<file path="config.mk">
export PLATFORM = sky130hd
export DESIGN_NAME = mma_cell
export DESIGN_NICKNAME = d
export VERILOG_FILES = /design/src/hw/rtl/mma_pkg.sv /design/src/hw/rtl/mma_cell.sv
export SDC_FILE = /design/constraint.sdc
export NUM_CORES = 2
export LEC_CHECK = 0
export ABC_CLOCK_PERIOD_IN_PS = 9600
export BUFFER_PORTS_ARGS = -buffer_cell sky130_fd_sc_hd__buf_2
export CORE_MARGIN = 5
export CORE_UTILIZATION = 40
export DETAILED_ROUTE_END_ITERATION = 8
export GPL_TIMING_DRIVEN = 1
export PLACE_DENSITY_LB_ADDON = 0.1
export SYNTH_ARGS = -nofsm -noshare
export SYNTH_HDL_FRONTEND = slang
export SYNTH_SLANG_ARGS = --single-unit
</file>
<file path="constraint.sdc">
create_clock -name clk -period 9.6 [get_ports clk]
set_input_delay 0.48 -clock clk [delete_from_list [all_inputs] [get_ports clk]]
set_output_delay 0.48 -clock clk [all_outputs]
set_load 0.02 [all_outputs]
</file>
<file path="src/hw/rtl/mma_pkg.sv">
// Package for the matrix multiply-accumulate engine: payload types and codes.
package mma_pkg;

    localparam int unsigned IDX_W   = 4;
    localparam int unsigned OPND_W  = 16;
    localparam int unsigned ACC_W   = 48;
    localparam int unsigned CFG_W   = 5;
    localparam int unsigned DIM_LIM = 16;

    typedef enum logic [1:0] {
        OP_LOAD_A  = 2'd0,
        OP_LOAD_B  = 2'd1,
        OP_LOAD_C  = 2'd2,
        OP_COMPUTE = 2'd3
    } opcode_t;

    typedef enum logic {
        CFG_ROWS_USED = 1'b0,
        CFG_DIM_USED  = 1'b1
    } cfg_index_t;

    typedef enum logic [1:0] {
        ST_IDLE,
        ST_MAC,
        ST_DRAIN
    } state_t;

    typedef struct packed {
        opcode_t            opcode;
        logic [IDX_W-1:0]   row;
        logic [IDX_W-1:0]   col;
        logic signed [OPND_W-1:0] value;
    } in_word_t;

    typedef struct packed {
        logic [IDX_W-1:0]         out_row;
        logic [IDX_W-1:0]         out_col;
        logic signed [ACC_W-1:0]  out_value;
        logic                     last;
    } out_word_t;

    // Control broadcast from the sequencer to the cell chain.
    typedef struct packed {
        logic clear;   // load accumulator with C seed
        logic mac;     // accumulate the operands now present
        logic shift;   // move results one cell towards the output
    } cell_ctrl_t;

endpackage

</file>
<file path="src/hw/rtl/mma_cell.sv">
// One MAC cell: owns one result column, its B row bank and its C column bank.
module mma_cell #(
    parameter int unsigned MAX_DIM = 16,
    parameter int unsigned AW      = 4
) (
    input  logic                              clk,
    input  logic                              rst_n,
    input  mma_pkg::cell_ctrl_t               ctrl,
    input  logic                              ld_b,
    input  logic                              ld_c,
    input  logic                              wb,
    input  logic [AW-1:0]                     ld_addr,
    input  logic signed [mma_pkg::OPND_W-1:0] ld_value,
    input  logic [AW-1:0]                     b_addr,
    input  logic [AW-1:0]                     c_addr,
    input  logic signed [mma_pkg::OPND_W-1:0] a_in,
    input  logic signed [mma_pkg::ACC_W-1:0]  acc_in,
    output logic signed [mma_pkg::OPND_W-1:0] a_out,
    output logic signed [mma_pkg::ACC_W-1:0]  acc_out
);
    import mma_pkg::*;

    logic [OPND_W-1:0]          bank_b [MAX_DIM];
    logic [ACC_W-1:0]           bank_c [MAX_DIM];
    logic signed [OPND_W-1:0]   b_q;
    logic signed [ACC_W-1:0]    c_q;
    logic signed [OPND_W-1:0]   a_reg;
    logic signed [ACC_W-1:0]    acc_reg;
    logic signed [ACC_W-1:0]    acc_next;
    logic signed [2*OPND_W-1:0] prod;

    // Banks: registered reads, one address each per cycle.
    always_ff @(posedge clk)
    begin
        if (ld_b)
            bank_b[ld_addr] <= ld_value;
        if (ld_c)
            bank_c[ld_addr] <= ACC_W'(ld_value);
        else if (wb)
            bank_c[c_addr] <= acc_reg;
        b_q <= bank_b[b_addr];
        c_q <= bank_c[c_addr];
    end

    assign prod = a_in * b_q;

    always_comb
    begin
        acc_next = acc_reg;
        if (ctrl.clear)
            acc_next = c_q;
        else if (ctrl.mac)
            acc_next = acc_reg + ACC_W'(prod);
        else if (ctrl.shift)
            acc_next = acc_in;
    end

    always_ff @(posedge clk or negedge rst_n)
    begin
        if (!rst_n)
        begin
            a_reg   <= '0;
            acc_reg <= '0;
        end
        else
        begin
            a_reg   <= a_in;
            acc_reg <= acc_next;
        end
    end

    assign a_out   = a_reg;
    assign acc_out = acc_reg;
endmodule

</file>
# Word level (Yosys, flattened, before mapping)
# Memories as Yosys holds them, arrays and structs flattened. A register that Yosys moved wholly into a read port is not among the register bits.
# Index checks and enable logic that the tools add are counted.
[totals] reg_bits=64 ram_bits=1024 inputBits=100 out_inout_bits=64 wordCells=21 n_memories=2
[mem_list] name="bank_c" words=16 width=48 read_ports=1 rd_clocked_by_memory_dff=1 wr=1 line_no="mma_cell.sv:24" text="logic [ACC_W-1:0] bank_c [MAX_DIM];"
[mem_list] name="bank_b" words=16 width=16 read_ports=1 rd_clocked_by_memory_dff=1 wr=1 line_no="mma_cell.sv:23" text="logic [OPND_W-1:0] bank_b [MAX_DIM];"
[op_classes] add_sub_neg=1 multipliers=1 n_mux=13 reduce_logical=2
[op_table] op="2-to-1 mux 48 bit" n=4
[op_table] op="adder 48 x 32 -> 48 bit" n=1
[op_table] op="OR reduction 48 bit" n=1
[op_table] op="multiplier 16 x 16 -> 32 bit" n=1
[op_table] op="2-to-1 mux 1 bit" n=8
[op_table] op="2-to-1 mux 4 bit" n=1
[op_table] op="nonzero test 3 bit" n=1

# Longest topological paths before layout
[depth] word_depth=5 mapped_depth=25 depth_no_buf=25

# Worst setup path after synthesis
# Ideal clock, no wire load.
[synth_path] path_kind="input port to flip-flop" from="input a_in[15] in the netlist's numbering" to="register acc_reg[47], in the netlist acc_out[47]" setup_time_ps=126 arrival_time_ps=6920 t_required_ps=9474 slack_ps=2554 path_stages=25 n_path_buf=2 path_cell_list="clkbuf_1 nand2_1 inv_1 fa_1 inv_1 fa_1 fa_1 fa_1 inv_1 fa_1 inv_1 fa_1 inv_1 ha_1 clkbuf_1 a21o_1 a21o_1 a21o_1 a211oi_1 o21bai_1 o21ai_0 a21oi_1 a21oi_1 nor4b_1 a221o_1"
[synth_via] elab_chain_cells=4
[synth_rtl] item="from (decl)" line_no="mma_cell.sv:16" text="input logic signed [mma_pkg::OPND_W-1:0] a_in,"
[synth_rtl] item="multiplier 16 x 16 -> 32 bit" line_no="mma_cell.sv:45" text="assign prod = a_in * b_q;"
[synth_rtl] item="adder 48 x 32 -> 48 bit" line_no="mma_cell.sv:53" text="acc_next = acc_reg + ACC_W'(prod);"
[synth_rtl] item="2-to-1 mux 48 bit" line_no="mma_cell.sv:52" text="else if (ctrl.mac)"
[synth_rtl] item="2-to-1 mux 48 bit" line_no="mma_cell.sv:50" text="if (ctrl.clear)"
[synth_rtl] item="to (signal assigned)" line_no="mma_cell.sv:68" text="acc_reg <= acc_next;"
[synth_rtl] item="to (decl)" line_no="mma_cell.sv:28" text="logic signed [ACC_W-1:0] acc_reg;"
# No other way between the ends.
# A chain may end at the register's enable or synchronous reset.

# Worst setup path after layout
[layout_path] from="register b_q[1] (read register of bank_b)" to="register acc_reg[44], in the netlist acc_out[44]"
[layout_via] elab_chain_cells=4
[layout_rtl] item="from (decl)" line_no="mma_cell.sv:25" text="logic signed [OPND_W-1:0] b_q;"
[layout_rtl] item="multiplier 16 x 16 -> 32 bit" line_no="mma_cell.sv:45"
[layout_rtl] item="adder 48 x 32 -> 48 bit" line_no="mma_cell.sv:53"
[layout_rtl] item="2-to-1 mux 48 bit" line_no="mma_cell.sv:52"
[layout_rtl] item="2-to-1 mux 48 bit" line_no="mma_cell.sv:50"
# No other way between the ends.

==> flow_metrics.py <==
metrics = {
    "status": {
        "status": "finished, final reports clean",
    },
    "floorplan": {
        "io_pins": 164,
        "dieHeight_um": 388,
        "num_rows": 138,
        "core-area_um2": 142000,
        "die_w_um": 388,
        "fp.dieArea_um2": 150000,
        "start_util_pct": 40.3,
    },
    "synth": {
        "synth_seq_area_share_pct": 58.9,
        "yosysTopAreaCellShare_pct": 53.9,
        "synth.distinct_cells": 63,
        "ys_ff_latch": 1152,
        "synthArstFlopShare_pct": 5.56,
        "syn_nets": 4006,
        "synthTopCellsByCount": "1024 x edfxtp_1, 472 x inv_1, 362 x fa_1",
        "synth-edff-count": 1024,
        "synth_area_leader_cell": "edfxtp_1",
        "synth.area.top_cells": "edfxtp_1 54%, fa_1 13%, mux4_2 13%",
        "synth_ff_type": "edfxtp_1",
        "postSynthCellCount": 3413,
        "yosysWarnings": 0,
        "yosysMostFrequentCell": "edfxtp_1",
        "syn_avg_cell_area_um2": 16.7,
        "syn-cell-area_um2": 57100,
    },
    "sta": {
        "finClkSkew_ns": 0.0492,
        "tightestPinTransition_ns": 1.10,
        "max_slew_margin_pct": 26.1,
        "fmax_mhz": 132,
        "drv_slew": 0,
        "setup_viol": 0,
        "fin_crit_ns": 7.60,
        "finalSetupTns_ns": 0,
        "hold_violations": 0,
        "rsz0062_at_grt": "false",
        "fin_crit_sh_pct": 79.1,
    },
    "place": {
        "post-dp-hpwl_mm": 99.2,
        "place_congestion": 0.850,
        "port-buffer-count": 163,
    },
    "worst_setup_path": {
        "crit_path_start_kind": "register",
        "rr_startpoint": "b_q[1]",
        "cp_max_fo": 16,
        "end_kind": "register",
        "rr_worst_depth": 23,
        "timing.rr.end": "acc_out[44]",
        "ff2ff_setup_slack_ns": 2.00,
        "crit_type": "register to register",
        "required_ns": 10.16,
        "worstPathArrival_ns": 8.15,
    },
    "grt": {
        "grt_max_degree": 83,
        "grt-ovfl-total": 0,
        "grtUsageTotal_pct": 20.5,
        "grt_pass1_vias": 32700,
        "antenna_found_initial": 6,
        "grt_pass1_wl_mm": 227,
    },
    "cts": {
        "h-tree-depth": 3,
        "insertion_delay_ns": 0.73,
        "cts-resized-gates": 0,
        "cts_sinks": 1152,
        "clockBufferDepth": 3,
        "cts_tree": "yes",
        "cts.root.buffer_cell": "clkbuf_16",
        "path_clk_slew_ns": 0.07,
        "cts_buffers": 118,
        "post-cts-setup-buffers": 0,
    },
    "detailed_routing": {
        "routedWlPerCell_um": 27.3,
        "wl_met2_mm": 73.8,
        "drt_iter0_drc": 2250,
        "routed_wl_mm": 153,
        "m1WireLength_mm": 68.0,
        "dr.pass1.iters": 7,
        "vias": 30200,
        "viasPerCell": 5.40,
        "drc": 0,
        "top_layer_used": "met5",
        "ant_nets": 0,
        "wl_met3_mm": 7.47,
    },
    "layout": {
        "fillerInstances": 12300,
        "syn_to_final_growth_pct": 12.4,
        "drive_gt1_share_pct": 20.5,
        "num-nets-final": 4187,
    },
    "worst_hold_path": {
        "hold_end": "a_out[8]",
        "min_path_type": "primary input to register",
        "hp-start": "a_in[8]",
        "whs_path_depth": 1,
    },
    "flow_run": {
        "drv_cap": 0,
    },
}
-- flip-flops by register name, indices dropped and copies added, names as in the netlist --
register / flops
c_q: 48
bank_b: 256
bank_c: 768
a_out: 16
acc_out: 48
b_q: 16
-- placed cells by master (no fill, tap or decap), types with 5 or more instances in the layout --
cell type and instances:
a221o_1 7, o21ai_0 29, a21oi_1 77, nor2_4 16
nor2_1 80, o21a_1 6, o21bai_1 13, and2_1 123
fa_1 361, mux4_2 320, o31ai_1 6, a21o_1 61
clkbuf_8 12, xor2_1 18, dfrtp_1 64, buf_2 155
edfxtp_1 1024, inv_1 472, clkbuf_1 26, clkinv_16 5
mux2i_1 42, nand3_1 10, nand2b_1 6, bufinv_16 7
a31oi_1 9, buf_4 56, clkinv_1 23, dfxtp_1 64
xnor2_1 27, nor2b_1 10, ha_1 131, nor3_1 9
clkinv_2 24, nor3_2 5, mux2_2 19, clkbuf_16 119
nand2_1 160, a211oi_1 31
-- critical path, cell delays in order (launching register included) --
cell and delay [ns]:
dfxtp_1 0.57, nand2_1 0.28, inv_1 0.09, fa_2 0.64, inv_1 0.11, fa_1 0.85
fa_1 0.63, fa_1 0.75, inv_1 0.32, fa_1 0.57, inv_1 0.05, fa_1 0.47
inv_1 0.04, ha_1 0.35, a21o_1 0.22, and2_1 0.17, o21ai_0 0.15, nand2b_1 0.12
a21oi_1 0.17, o21bai_1 0.07, a221o_1 0.37, a211oi_1 0.24, a31o_1 0.14, a21oi_1 0.06
-- area by class of cell --
cell class	count	area, um^2	area share [%]
sequential	1152	33600	52.4
multi-input combinational	1635	21200	33.1
clock buffer	156	3230	5.03
tap	1890	2360	3.69
inverter	473	1780	2.77
timing repair buffer	214	1230	1.93
clock inverter	68	647	1.01
antenna	1	2.50	0.00390
-- what timing repair did --
action | in CTS | in global routing
hold buffers | 1 | 0
hold endpoints to repair | 8 | 0
endpoints found under the setup margin | 0 | 0
-- routing by layer --
metal / track usage (%) / vias up
met2: 33.4 / 845
met1: 29.5 / 16400
met4: 5.10 / 2
met5: 0 / -
met3: 2.66 / 196
li1: - / 12800
-- worst max path at each step --
stage | startpoint | endpoint
after floorplan | a_in[15] | acc_out[47]
after global placement | a_in[15] | acc_out[44]
after detailed placement | a_in[15] | acc_out[44]
after CTS | b_q[5] | acc_out[44]
after global routing | b_q[1] | acc_out[44]
final | b_q[1] | acc_out[44]
-- logic make-up after synthesis --
logic type | count (synthesis) | synth area share [%]
and+or+nand+nor | 444 | 3.74
DFF | 1152 | 58.9
adders and majority gates | 493 | 15.6
AOI/OAI and AO/OA | 272 | 3.21
buffers and inverters | 626 | 4.12
muxes | 381 | 13.7
xor gates and xnor gates | 45 | 0.691
-- per-stage QoR --
stage / hold slack (ns) / setup slack [ns] / instances / instance area, um^2 / util [%]
after floorplan: 0.184 / 2.55 / 3413 / 57100 / -
after global placement: 0.322 / 2.03 / 5363 / 60200 / 42.5
after detailed placement: 0.326 / 1.95 / 5363 / 60200 / 42.5
after CTS: 0.0133 / 1.98 / 5588 / 64100 / 45.2
after global routing: 0.0433 / 1.59 / 5588 / 64100 / 45.2
final: 0.0851 / 2.00 / 5589 / 64100 / 45.2
Power is left out: the tool's default activity adds up to more than one toggle a clock period on the data nets, which glitch-free logic cannot reach.
